### src/hw/rtl/wrsi_pkg.sv
// shared constants and command/status types of the rsi stream
`default_nettype none

package wrsi_pkg;

  localparam int unsigned PRICE_W   = 32;
  localparam int unsigned PERIOD_W  = 8;
  localparam int unsigned CNT_W     = PERIOD_W + 1;
  localparam int unsigned FRAC_W    = 16;
  localparam int unsigned AVG_W     = 56;
  localparam int unsigned SUM_W     = AVG_W - FRAC_W;
  localparam int unsigned PAD_W     = AVG_W - PRICE_W - FRAC_W;
  localparam int unsigned DIV_W     = AVG_W + 1;
  localparam int unsigned DIV_CNT_W = $clog2(DIV_W);
  localparam int unsigned RSI_W     = 23;
  localparam int unsigned BIT_W     = $clog2(RSI_W);

  localparam logic [PERIOD_W-1:0] PERIOD_RESET = PERIOD_W'(14);
  localparam logic [RSI_W-1:0]    RSI_FULL     = RSI_W'(6553600);
  localparam logic [BIT_W-1:0]    RSI_TOP_BIT  = BIT_W'(RSI_W - 1);

  typedef enum logic {
    SEL_GAIN,
    SEL_LOSS
  } avg_sel_e;

  typedef struct packed {
    logic             load;
    logic             update;
    logic             div_start;
    logic             div_commit;
    avg_sel_e         div_sel;
    logic             div_first;
    logic             rsi_init;
    logic             rsi_a;
    logic             rsi_b;
    logic [BIT_W-1:0] bit_idx;
    logic             emit;
    logic             res_valid;
  } wrsi_cmd_t;

  typedef struct packed {
    logic first;
    logic warm;
    logic warm_last;
    logic div_done;
    logic out_busy;
  } wrsi_status_t;

endpackage

`default_nettype wire

### src/hw/rtl/wrsi_div.sv
// serial restoring divider, one quotient bit per cycle
`default_nettype none

module wrsi_div (
  input  wire logic                          clk_i,
  input  wire logic                          rst_ni,
  input  wire logic                          start_i,
  input  wire logic [wrsi_pkg::DIV_W-1:0]    dividend_i,
  input  wire logic [wrsi_pkg::PERIOD_W-1:0] divisor_i,
  output logic                               done_o,
  output logic [wrsi_pkg::DIV_W-1:0]         quotient_o
);
  import wrsi_pkg::*;

  logic                 busy_q, busy_d;
  logic                 done_q, done_d;
  logic [DIV_CNT_W-1:0] cnt_q, cnt_d;
  logic [PERIOD_W-1:0]  den_q, den_d;
  logic [PERIOD_W-1:0]  rem_q, rem_d;
  logic [DIV_W-1:0]     quo_q, quo_d;
  logic [PERIOD_W:0]    trial;
  logic [PERIOD_W:0]    diff;
  logic                 ge;

  assign trial = {rem_q, quo_q[DIV_W-1]};
  assign diff  = trial - {1'b0, den_q};
  assign ge    = (trial >= {1'b0, den_q});

  always_comb begin
    busy_d = busy_q;
    done_d = 1'b0;
    cnt_d  = cnt_q;
    den_d  = den_q;
    rem_d  = rem_q;
    quo_d  = quo_q;
    if (start_i) begin
      busy_d = 1'b1;
      cnt_d  = DIV_CNT_W'(DIV_W - 1);
      den_d  = divisor_i;
      rem_d  = '0;
      quo_d  = dividend_i;
    end else if (busy_q) begin
      rem_d = ge ? diff[PERIOD_W-1:0] : trial[PERIOD_W-1:0];
      quo_d = {quo_q[DIV_W-2:0], ge};
      cnt_d = cnt_q - 1'b1;
      if (cnt_q == '0) begin
        busy_d = 1'b0;
        done_d = 1'b1;
      end
    end
  end

  always_ff @(posedge clk_i or negedge rst_ni) begin
    if (!rst_ni) begin
      busy_q <= 1'b0;
      done_q <= 1'b0;
      cnt_q  <= '0;
    end else begin
      busy_q <= busy_d;
      done_q <= done_d;
      cnt_q  <= cnt_d;
    end
  end

  always_ff @(posedge clk_i) begin
    den_q <= den_d;
    rem_q <= rem_d;
    quo_q <= quo_d;
  end

  assign done_o     = done_q;
  assign quotient_o = quo_q;

endmodule

`default_nettype wire

### src/hw/rtl/wrsi_dp.sv
// datapath: series state, averages, rsi bit loop and result register
`default_nettype none

module wrsi_dp (
  input  wire logic                          clk_i,
  input  wire logic                          rst_ni,
  input  wire logic                          cfg_we_i,
  input  wire logic [wrsi_pkg::PERIOD_W-1:0] cfg_wdata_i,
  input  wire logic [wrsi_pkg::PRICE_W-1:0]  price_i,
  input  wire logic                          restart_i,
  input  wire logic                          out_stall_i,
  input  wire wrsi_pkg::wrsi_cmd_t           cmd_i,
  output wrsi_pkg::wrsi_status_t             status_o,
  output logic                               out_valid_o,
  output logic                               rsi_valid_o,
  output logic [wrsi_pkg::RSI_W-1:0]         rsi_value_o
);
  import wrsi_pkg::*;

  // registered request
  logic [PRICE_W-1:0]  price_q;
  logic                restart_q;

  // series state
  logic [PERIOD_W-1:0] period_q;
  logic [PRICE_W-1:0]  prev_q;
  logic [CNT_W-1:0]    cnt_q;
  logic [AVG_W-1:0]    gain_q;
  logic [AVG_W-1:0]    loss_q;
  logic [PRICE_W-1:0]  up_q;
  logic [PRICE_W-1:0]  down_q;

  // division bookkeeping
  logic                first_mode_q;
  logic                ge_q;

  // rsi loop
  logic [DIV_W-1:0]    s_q;
  logic [DIV_W-1:0]    r_q;
  logic [RSI_W-1:0]    q_q;

  logic                out_valid_q;
  logic                rsi_valid_q;
  logic [RSI_W-1:0]    rsi_value_q;

  logic [PERIOD_W-1:0] eff_p;
  logic                rising;
  logic [PRICE_W-1:0]  delta;
  logic [AVG_W-1:0]    sel_avg;
  logic [AVG_W-1:0]    sel_cur;
  logic                cur_ge;
  logic [DIV_W-1:0]    dividend;
  logic                div_done;
  logic [DIV_W-1:0]    quotient;
  logic [AVG_W-1:0]    quo_avg;
  logic [AVG_W-1:0]    new_avg;
  logic [DIV_W-1:0]    s_minus_r;
  logic [DIV_W-1:0]    gain_x;
  logic [DIV_W-1:0]    loss_x;

  assign eff_p  = (period_q == '0) ? PERIOD_W'(1) : period_q;
  assign rising = (price_q > prev_q);
  assign delta  = rising ? (price_q - prev_q) : (prev_q - price_q);

  assign status_o.first     = restart_q || (cnt_q == '0);
  assign status_o.warm      = (cnt_q <= {1'b0, eff_p});
  assign status_o.warm_last = (cnt_q == {1'b0, eff_p});
  assign status_o.div_done  = div_done;
  assign status_o.out_busy  = out_valid_q && out_stall_i;

  // division operands for the selected average
  assign sel_avg = (cmd_i.div_sel == SEL_LOSS) ? loss_q : gain_q;
  assign sel_cur = {{PAD_W{1'b0}}, ((cmd_i.div_sel == SEL_LOSS) ? down_q : up_q),
                    {FRAC_W{1'b0}}};
  assign cur_ge  = (sel_cur >= sel_avg);

  always_comb begin
    if (cmd_i.div_first) begin
      dividend = {1'b0, sel_avg[SUM_W-1:0], {FRAC_W{1'b0}}};
    end else if (cur_ge) begin
      dividend = {1'b0, sel_cur - sel_avg};
    end else begin
      // rounds the quotient up so the smoothed value is floored
      dividend = {1'b0, sel_avg - sel_cur} + DIV_W'(eff_p) - DIV_W'(1);
    end
  end

  wrsi_div u_div (
    .clk_i      (clk_i),
    .rst_ni     (rst_ni),
    .start_i    (cmd_i.div_start),
    .dividend_i (dividend),
    .divisor_i  (eff_p),
    .done_o     (div_done),
    .quotient_o (quotient)
  );

  assign quo_avg = quotient[AVG_W-1:0];

  always_comb begin
    if (first_mode_q) begin
      new_avg = quo_avg;
    end else if (ge_q) begin
      new_avg = sel_avg + quo_avg;
    end else begin
      new_avg = sel_avg - quo_avg;
    end
  end

  assign s_minus_r = s_q - r_q;
  assign gain_x    = {1'b0, gain_q};
  assign loss_x    = {1'b0, loss_q};

  always_ff @(posedge clk_i or negedge rst_ni) begin
    if (!rst_ni) begin
      period_q    <= PERIOD_RESET;
      prev_q      <= '0;
      cnt_q       <= '0;
      gain_q      <= '0;
      loss_q      <= '0;
      out_valid_q <= 1'b0;
    end else begin
      if (cfg_we_i) begin
        period_q <= cfg_wdata_i;
        cnt_q    <= '0;
      end

      if (cmd_i.update) begin
        prev_q <= price_q;
        if (status_o.first) begin
          cnt_q  <= CNT_W'(1);
          gain_q <= '0;
          loss_q <= '0;
        end else if (status_o.warm) begin
          cnt_q <= cnt_q + 1'b1;
          if (rising) begin
            gain_q <= gain_q + AVG_W'(delta);
          end else begin
            loss_q <= loss_q + AVG_W'(delta);
          end
        end else begin
          cnt_q <= {1'b0, eff_p} + 1'b1;
        end
      end

      if (cmd_i.div_commit) begin
        if (cmd_i.div_sel == SEL_LOSS) begin
          loss_q <= new_avg;
        end else begin
          gain_q <= new_avg;
        end
      end

      if (cmd_i.emit) begin
        out_valid_q <= 1'b1;
      end else if (!out_stall_i) begin
        out_valid_q <= 1'b0;
      end
    end
  end

  always_ff @(posedge clk_i) begin
    if (cmd_i.load) begin
      price_q   <= price_i;
      restart_q <= restart_i;
    end

    if (cmd_i.update) begin
      up_q   <= rising ? delta : '0;
      down_q <= rising ? '0 : delta;
    end

    if (cmd_i.div_start) begin
      first_mode_q <= cmd_i.div_first;
      ge_q         <= cur_ge;
    end

    // 100 * g / (g + l) one quotient bit per two steps
    if (cmd_i.rsi_init) begin
      s_q <= gain_x + loss_x;
      r_q <= '0;
      q_q <= '0;
    end else if (cmd_i.rsi_a) begin
      if (r_q >= s_minus_r) begin
        r_q <= r_q - s_minus_r;
        q_q <= {q_q[RSI_W-2:0], 1'b1};
      end else begin
        r_q <= {r_q[DIV_W-2:0], 1'b0};
        q_q <= {q_q[RSI_W-2:0], 1'b0};
      end
    end else if (cmd_i.rsi_b && RSI_FULL[cmd_i.bit_idx]) begin
      if (r_q >= loss_x) begin
        r_q <= r_q - loss_x;
        q_q <= q_q + 1'b1;
      end else begin
        r_q <= r_q + gain_x;
      end
    end

    if (cmd_i.emit) begin
      rsi_valid_q <= cmd_i.res_valid;
      if (!cmd_i.res_valid) begin
        rsi_value_q <= '0;
      end else if (loss_q == '0) begin
        rsi_value_q <= RSI_FULL;
      end else begin
        rsi_value_q <= q_q;
      end
    end
  end

  assign out_valid_o = out_valid_q;
  assign rsi_valid_o = rsi_valid_q;
  assign rsi_value_o = rsi_value_q;

endmodule

`default_nettype wire

### src/hw/rtl/wrsi_ctrl.sv
// controller: sequences update, the result and, past the warm-up sums, two divisions and the rsi loop
`default_nettype none

module wrsi_ctrl (
  input  wire logic                   clk_i,
  input  wire logic                   rst_ni,
  input  wire logic                   in_valid_i,
  output logic                        in_stall_o,
  input  wire wrsi_pkg::wrsi_status_t status_i,
  output wrsi_pkg::wrsi_cmd_t         cmd_o
);
  import wrsi_pkg::*;

  typedef enum logic [3:0] {
    ST_IDLE,
    ST_DECIDE,
    ST_GSTART,
    ST_GWAIT,
    ST_LSTART,
    ST_LWAIT,
    ST_RINIT,
    ST_RA,
    ST_RB,
    ST_EMIT
  } state_e;

  state_e           state_q, state_d;
  logic             first_q, first_d;
  logic             resv_q, resv_d;
  logic [BIT_W-1:0] bit_q, bit_d;

  assign in_stall_o = (state_q != ST_IDLE);

  always_comb begin
    state_d = state_q;
    first_d = first_q;
    resv_d  = resv_q;
    bit_d   = bit_q;

    cmd_o           = '0;
    cmd_o.div_sel   = SEL_GAIN;
    cmd_o.div_first = first_q;
    cmd_o.res_valid = resv_q;
    cmd_o.bit_idx   = bit_q;

    unique case (state_q)
      ST_IDLE: begin
        if (in_valid_i) begin
          cmd_o.load = 1'b1;
          state_d    = ST_DECIDE;
        end
      end
      ST_DECIDE: begin
        cmd_o.update = 1'b1;
        if (status_i.first || (status_i.warm && !status_i.warm_last)) begin
          resv_d  = 1'b0;
          state_d = ST_EMIT;
        end else begin
          // last warm-up delta turns the sums into first averages
          resv_d  = 1'b1;
          first_d = status_i.warm_last;
          state_d = ST_GSTART;
        end
      end
      ST_GSTART: begin
        cmd_o.div_start = 1'b1;
        state_d         = ST_GWAIT;
      end
      ST_GWAIT: begin
        if (status_i.div_done) begin
          cmd_o.div_commit = 1'b1;
          state_d          = ST_LSTART;
        end
      end
      ST_LSTART: begin
        cmd_o.div_sel   = SEL_LOSS;
        cmd_o.div_start = 1'b1;
        state_d         = ST_LWAIT;
      end
      ST_LWAIT: begin
        cmd_o.div_sel = SEL_LOSS;
        if (status_i.div_done) begin
          cmd_o.div_commit = 1'b1;
          state_d          = ST_RINIT;
        end
      end
      ST_RINIT: begin
        cmd_o.rsi_init = 1'b1;
        bit_d          = RSI_TOP_BIT;
        state_d        = ST_RA;
      end
      ST_RA: begin
        cmd_o.rsi_a = 1'b1;
        state_d     = ST_RB;
      end
      ST_RB: begin
        cmd_o.rsi_b = 1'b1;
        if (bit_q == '0) begin
          state_d = ST_EMIT;
        end else begin
          bit_d   = bit_q - 1'b1;
          state_d = ST_RA;
        end
      end
      ST_EMIT: begin
        if (!status_i.out_busy) begin
          cmd_o.emit = 1'b1;
          state_d    = ST_IDLE;
        end
      end
      default: begin
        state_d = ST_IDLE;
      end
    endcase
  end

  always_ff @(posedge clk_i or negedge rst_ni) begin
    if (!rst_ni) begin
      state_q <= ST_IDLE;
      first_q <= 1'b0;
      resv_q  <= 1'b0;
      bit_q   <= '0;
    end else begin
      state_q <= state_d;
      first_q <= first_d;
      resv_q  <= resv_d;
      bit_q   <= bit_d;
    end
  end

endmodule

`default_nettype wire

### src/hw/rtl/wilder_rsi_stream.sv
// warm-up samples: the request is loaded, the series updated and the result emitted
// rsi samples: after the update the shared serial divider runs for gain, then for loss,
// then the rsi bit loop runs before the result is emitted; one request at a time, and
// the result register lets a new request in while it waits
// reset (async, active low) sets period to 14, clears the series and output valid, idles control
`default_nettype none

module wilder_rsi_stream (
  input  wire logic                          clk_i,
  input  wire logic                          rst_ni,
  input  wire logic                          cfg_we_i,
  input  wire logic [wrsi_pkg::PERIOD_W-1:0] cfg_wdata_i,
  input  wire logic                          in_valid_i,
  output logic                               in_stall_o,
  input  wire logic [wrsi_pkg::PRICE_W-1:0]  price_i,
  input  wire logic                          restart_i,
  output logic                               out_valid_o,
  input  wire logic                          out_stall_i,
  output logic                               rsi_valid_o,
  output logic [wrsi_pkg::RSI_W-1:0]         rsi_value_o
);
  import wrsi_pkg::*;

  wrsi_cmd_t    cmd;
  wrsi_status_t status;

  wrsi_ctrl u_ctrl (
    .clk_i      (clk_i),
    .rst_ni     (rst_ni),
    .in_valid_i (in_valid_i),
    .in_stall_o (in_stall_o),
    .status_i   (status),
    .cmd_o      (cmd)
  );

  wrsi_dp u_dp (
    .clk_i       (clk_i),
    .rst_ni      (rst_ni),
    .cfg_we_i    (cfg_we_i),
    .cfg_wdata_i (cfg_wdata_i),
    .price_i     (price_i),
    .restart_i   (restart_i),
    .out_stall_i (out_stall_i),
    .cmd_i       (cmd),
    .status_o    (status),
    .out_valid_o (out_valid_o),
    .rsi_valid_o (rsi_valid_o),
    .rsi_value_o (rsi_value_o)
  );

endmodule

`default_nettype wire

### config.mk
export PLATFORM = sky130hd
export DESIGN_NAME = wilder_rsi_stream
export DESIGN_NICKNAME = d
export VERILOG_FILES = /design/src/hw/rtl/wrsi_pkg.sv /design/src/hw/rtl/wrsi_div.sv /design/src/hw/rtl/wrsi_dp.sv /design/src/hw/rtl/wrsi_ctrl.sv /design/src/hw/rtl/wilder_rsi_stream.sv
export SDC_FILE = /design/constraint.sdc
export NUM_CORES = 2
export LEC_CHECK = 0
export BUFFER_PORTS_ARGS = -buffer_cell sky130_fd_sc_hd__buf_2
export CORE_MARGIN = 10
export CORE_UTILIZATION = 45
export CTS_CLUSTER_DIAMETER = 80
export DETAILED_ROUTE_END_ITERATION = 6
export GPL_ROUTABILITY_DRIVEN = 0
export HOLD_SLACK_MARGIN = 0.06
export PLACE_DENSITY = 0.66
export REMOVE_ABC_BUFFERS = 1
export SETUP_SLACK_MARGIN = 0.15
export SLEW_MARGIN = 20
export SYNTH_ARGS = -nofsm -noshare
export SYNTH_HDL_FRONTEND = slang
export SYNTH_SLANG_ARGS = --single-unit
### constraint.sdc
create_clock -name clk_i -period 9.6 [get_ports clk_i]
set_input_delay 0.96 -clock clk_i [delete_from_list [all_inputs] [get_ports clk_i]]
set_output_delay 0.96 -clock clk_i [all_outputs]
set_load 0.005 [all_outputs]
-- Word-level counts from Yosys, hierarchy flattened
Memory sizes are Yosys's and may differ from the RTL's.
Cells that the tools add are included.
- flip-flop bits (word level): 514
- bits in latches: 0
- RAM bits: 0
- memory bits (read-only): 32
- input bits: 46
- output and inout bits: 26
- logic and storage cells: 170
- memories: 1
- memories (name ; words ; width ; rd ports ; clocked after memory_dff ; write ports ; RTL line ; source):
    (name not given) ; 32 ; 1 ; 1 ; 0 ; 0 ; wrsi_dp.sv:191 ; end else if (cmd_i.rsi_b && RSI_FULL[cmd_i.bit_idx]) begin
- $add $sub $neg: 21
- multiply operators: 0
- divide/modulo/power cells: 0
- magnitude comparators: 7
- equal/unequal tests: 16
- shift-type cells: 0
- mux-type cells: 69
- bitwise gates (word level): 2
- reductions and logical operators: 26
- operators by type and width (cell ; count):
    2-to-1 mux 56 bit ; 15
    2-to-1 mux 57 bit ; 8
    subtractor 57 bit ; 2
    adder 56 x 32 -> 56 bit ; 2
    2-to-1 mux 23 bit ; 4
    2-to-1 mux 32 bit ; 2
    subtractor 32 bit ; 2
    adder 56 x 56 -> 57 bit ; 1
    adder 56 x 8 -> 57 bit ; 1
    adder 57 x 56 -> 57 bit ; 1
    >= comparator 57 x 56 -> 1 bit ; 1
    >= comparator 57 bit ; 1
    subtractor 57 x 1 -> 57 bit, second input constant ; 1
    subtractor 57 x 56 -> 57 bit ; 1
    adder 56 bit ; 1
    >= comparator 48 x 56 -> 1 bit ; 1
    logical NOT 56 bit ; 1
    subtractor 48 x 56 -> 56 bit ; 1
    subtractor 56 x 48 -> 56 bit ; 1
    subtractor 56 bit ; 1
    case mux 4 bit (10 select lines) ; 1
    2-to-1 mux 9 bit ; 4
    > comparator 32 bit ; 1
    2-to-1 mux 4 bit ; 6
    35 further kinds ; 81

-- Longest topological paths before layout
- word-level depth: 10
- gate-level depth with buffers: 37
- depth with buffers taken out: 30

-- By module
Synthesis repeated with hierarchy kept, for this count alone.
- cells, all modules: 7724
- area, all modules: 60814.6 µm²
- modules (own cells, without submodules) (module ; instances ; cells an instance ; area an instance (µm²) ; seq. area each (µm²)):
    wrsi_dp ; 1 ; 7358 ; 56217.7 ; 11064.4
    wrsi_div ; 1 ; 277 ; 3817.4 ; 2312.2
    wrsi_ctrl ; 1 ; 89 ; 779.5 ; 275.3

-- Worst setup path before layout
Ideal clock, no wire load.
- kind: register to register
- start: register u_ctrl.state_q[2]
- end: register u_dp.u_div.quo_q[55], in the netlist u_dp.u_div.quotient_o[55], data pin
- setup time: 0.259 ns
- data arrival time: 6.777 ns
- data required time: 9.341 ns
- path slack: 2.564 ns
- cell stages (with the launch flop): 37
- path buffers: 7
- period minus slack after synthesis: 7.036 ns
- cells stage by stage: dfrtp_1 -> buf_2 -> or3b_2 -> clkbuf_1 -> clkbuf_1 -> clkbuf_1 -> clkbuf_1 -> clkbuf_1 -> nand2_1 -> nand2_1 -> ha_1 -> inv_1 -> fa_1 -> a21o_1 -> a21oi_1 -> o21bai_1 -> nand2_1 -> a211oi_1 -> or3_1 -> a21oi_1 -> o21a_1 -> o21ai_0 -> a21oi_1 -> xnor2_1 -> inv_1 -> ha_1 -> clkbuf_1 -> a21oi_1 -> nor2b_1 -> o21ai_0 -> nand2b_1 -> or4b_2 -> a31oi_1 -> a21oi_1 -> xor2_1 -> o21ai_0 -> nand2_1
- longest elaborated chain between the ends: 10
- elaborated cells on any way between the ends: 17
- classes of those cells: 4 x add/sub; 1 x order compare; 3 x eq/ne; 7 x mux; 2 x reduce/logical
- ends and longest elaborated chain (what ; RTL line ; source):
    from (decl) ; wrsi_ctrl.sv:27 ; state_e state_q, state_d;
    from (signal assigned) ; wrsi_ctrl.sv:124 ; state_q <= state_d;
    == test 4 x 3 -> 1 bit ; wrsi_ctrl.sv:46 ; unique case (state_q)
    OR reduction 2 bit (no line) ; - ;
    2-to-1 mux 1 bit ; wrsi_ctrl.sv:46 ;
    2-to-1 mux 56 bit / 2-to-1 mux 32 bit (equally long branches) ; wrsi_dp.sv:72, wrsi_dp.sv:73 ;
    subtractor 56 x 48 -> 56 bit ; wrsi_dp.sv:84 ; dividend = {1'b0, sel_avg - sel_cur} + DIV_W'(eff_p) - DIV_W'(1);
    adder 56 x 8 -> 57 bit ; wrsi_dp.sv:84 ;
    subtractor 57 x 1 -> 57 bit ; wrsi_dp.sv:84 ;
    2-to-1 mux 57 bit ; wrsi_dp.sv:80 ; end else if (cur_ge) begin
    2-to-1 mux 57 bit ; wrsi_dp.sv:78 ; if (cmd_i.div_first) begin
    2-to-1 mux 57 bit * ; wrsi_div.sv:36 ; if (start_i) begin
    net u_dp.u_div.quo_d[55] ; wrsi_div.sv:20 ; logic [DIV_W-1:0] quo_q, quo_d;
    to (signal assigned) ; wrsi_div.sv:68 ; quo_q <= quo_d;
    to (decl) ; wrsi_div.sv:20 ;
The timed path passes the listed nets; every way through them passes the cells marked *.
A chain may end at the register's enable or synchronous reset.

-- Worst setup path after layout
- start: register u_ctrl.state_q[1]
- end: register u_dp.u_div.quo_q[54], in the netlist u_dp.u_div.quotient_o[54], data pin
The elaborated chain is that of the path after synthesis.

==> impl_metrics.tcl <==
set metrics [dict create \
    startpoint_type "flop" \
    fmax_mhz 124 \
    syn_to_final_growth_pct 6.31 \
    worstPathArrival_ps 8460 \
    cts_made_buffers 59 \
    setup_viol 0 \
    antenna_found_initial 1 \
    synthTopCellsByCount "a21oi_1, ha_1, nor2_1" \
    synth-edff-count 245 \
    skew_ps 88.3 \
    synth_warnings 0 \
    yosys.area.top_type "ha_1" \
    grt_pass1_wl_mm 295 \
    cap_violations 0 \
    slew_violations 0 \
    grt_pass1_vias 52600 \
    die-width_um 381 \
    clockBufferDepth 3 \
    die_area_mm2 0.145 \
    path_buf_inv 5 \
    cts_resized 0 \
    first_iter_violations 5772 \
    drive_gt1_frac 0.0482 \
    fin_crit_ps 8080 \
    cts_htree_levels 2 \
    ys_types 117 \
    ant_nets 0 \
    wire_per_inst_um 20.7 \
    clock_sinks 514 \
    hold_path.class "in -> async" \
    ys.flop_type "edfxtp_1" \
    clkTransAtPathRegs_ps 60 \
    post_cts_buffers 0 \
    vias 56500 \
    cts_tree "built" \
    insertion_delay_ps 710 \
    fp-row-count 132 \
    synthCells 7555 \
    status "finished clean" \
    final_hold_viol_count 0 \
    insertedDiodeCount 0 \
    via_per_inst 6.15 \
    crit_fanout 71 \
    hpwlAfterDp_mm 152 \
    synth_seq_cells 514 \
    finish.net_count 8083 \
    coreArea_mm2 0.129 \
    ios 72 \
    crit_path_max_incr_delay_ps 690 \
    tightestPinTransition_ps 1120 \
    min_period_over_period 0.842 \
    critPathTopFamily "compound AO/OA/AOI/OAI gates" \
    track_usage 0.248 \
    required_ps 9980 \
    holdBufCountCts 0 \
    initial_core_util 0.452 \
    syn_avg_cell_area_um2 7.75 \
    seq_area_frac_synth 0.233 \
    routed_wl_mm 190 \
    slowest_stage "dfrtp_1" \
    synth.top_cell.area_share 0.135 \
    slew_headroom 0.253 \
    rsz0062_at_grt "false" \
    cts_root_buffer "clkbuf_16" \
    netlist_area_mm2 0.0586 \
    synthTopCellsByArea "ha_1, edfxtp_1, dfrtp_1, a21oi_1, xnor2_1" \
    drt_pre_antenna_iters 6 \
    grt_max_degree 73 \
    grt.overflow.total 0 \
    port_buffers 71 \
    critPathKind "reg -> reg" \
    synth.most_common_cell "a21oi_1" \
    chipHeight_um 381 \
    drc 0 \
    tns_ps 0 \
    synth-async-reset-ratio 0.352 \
    critPathCaptureType "flop" \
]
## sequential cells by signal, indices dropped and copies added (netlist names), 9 cells and up
| name | count |
|---|---|
| u_dp.r_q | 57 |
| u_dp.s_q | 57 |
| u_dp.u_div.quotient_o | 57 |
| u_dp.gain_q | 56 |
| u_dp.loss_q | 56 |
| u_dp.down_q | 32 |
| u_dp.prev_q | 32 |
| u_dp.price_q | 32 |
| u_dp.up_q | 32 |
| u_dp.q_q | 23 |
| u_dp.rsi_value_o | 23 |
| u_dp.cnt_q | 9 |
## final cells by class
class                           instances  area, µm²
Clock buffer                           67       1530
Clock inverter                         44        473
Fill cell                           12700      67200
Inverter                              542       2040
Multi-Input combinational cell       6139      41500
Sequential cell                       514      13700
Tap cell                             1742       2180
Timing Repair Buffer                  136        852
## metrics by stage
stage / utilization / area (µm²) / hold WS, ps / setup WS (ps) / std cells
global placement: 0.465 / 60300 / 461 / 1900 / 9073
floorplan: - / 57100 / 447 / 1490 / 7195
CTS: 0.481 / 62300 / 282 / 1770 / 9184
detailed placement: 0.465 / 60300 / 467 / 1860 / 9073
finish: 0.481 / 62300 / 272 / 1520 / 9184
global route: 0.481 / 62300 / 312 / 929 / 9184
## layer usage
layer  wire length [µm]  global-route usage  vias to the layer above
met1              85000               0.346                    26600
met4               7760              0.0932                        2
li1                   -                   -                    27200
met3              15200              0.0294                      332
met2              82200               0.389                     2391
met5                 13                   0                        -
## path summary, 6_finish.rpt
check                                    start                   endpoint  slack, ps  cells past startpoint
setup / recovery             u_ctrl.state_q[1]  u_dp.u_div.quotient_o[54]       1520                     28
hold / removal                          rst_ni        u_dp.u_div.cnt_q[0]        270                      1
setup reg to reg             u_ctrl.state_q[1]  u_dp.u_div.quotient_o[54]       1520                     28
hold reg to reg            u_dp.u_div.rem_q[7]        u_dp.u_div.rem_q[7]        480                      2
max in group asynchronous               rst_ni            u_dp.gain_q[48]       7240                      3
min in group clk_i                 price_i[10]           u_dp.price_q[10]        440                      1
## cells in the final DEF, fill, tap and decap left out, types with 23 or more instances in the layout
cell,n
nand2b_1,81
inv_1,537
o21ai_1,23
or3_1,33
o21bai_1,81
buf_4,65
a221oi_1,88
o211ai_1,50
ha_1,632
a22oi_1,23
o22ai_1,67
and3_1,73
nor2b_1,69
mux2i_1,76
clkbuf_16,59
nor4_1,41
edfxtp_1,245
nand3_1,171
nor2_1,616
nand2_1,617
buf_2,70
o21ai_0,540
a21o_1,338
dfrtp_1,177
a211oi_1,104
a21boi_0,25
o21a_1,68
o31ai_1,36
nor3_1,142
a21oi_1,826
xor2_1,258
dfxtp_1,88
a31oi_1,94
xnor2_1,386
nand4_1,117
and2_1,63
## cell families after synthesis
| logic type | Yosys count | share of synthesized area |
|---|---|---|
| muxes | 87 | 0.0151 |
| DFF | 514 | 0.233 |
| and+or+nand+nor | 2144 | 0.173 |
| buffers and inverters | 902 | 0.0592 |
| xor gates and xnor gates | 644 | 0.0963 |
| AOI/OAI and AO/OA | 2619 | 0.283 |
| adders and majority gates | 645 | 0.139 |
## worst register-to-register path, delay by kind of cell, from the launching register on
| kind | cells | cell delay [ps] |
|---|---|---|
| buf+inv | 5 | 1220 |
| simple gates | 4 | 770 |
| fa+ha+maj | 2 | 870 |
| xor+xnor | 2 | 400 |
| compound gates | 15 | 3790 |
| flops | 1 | 690 |
Power is not shown: default switching activity piles up to over one toggle a cycle in this logic, so the estimate is an artifact.
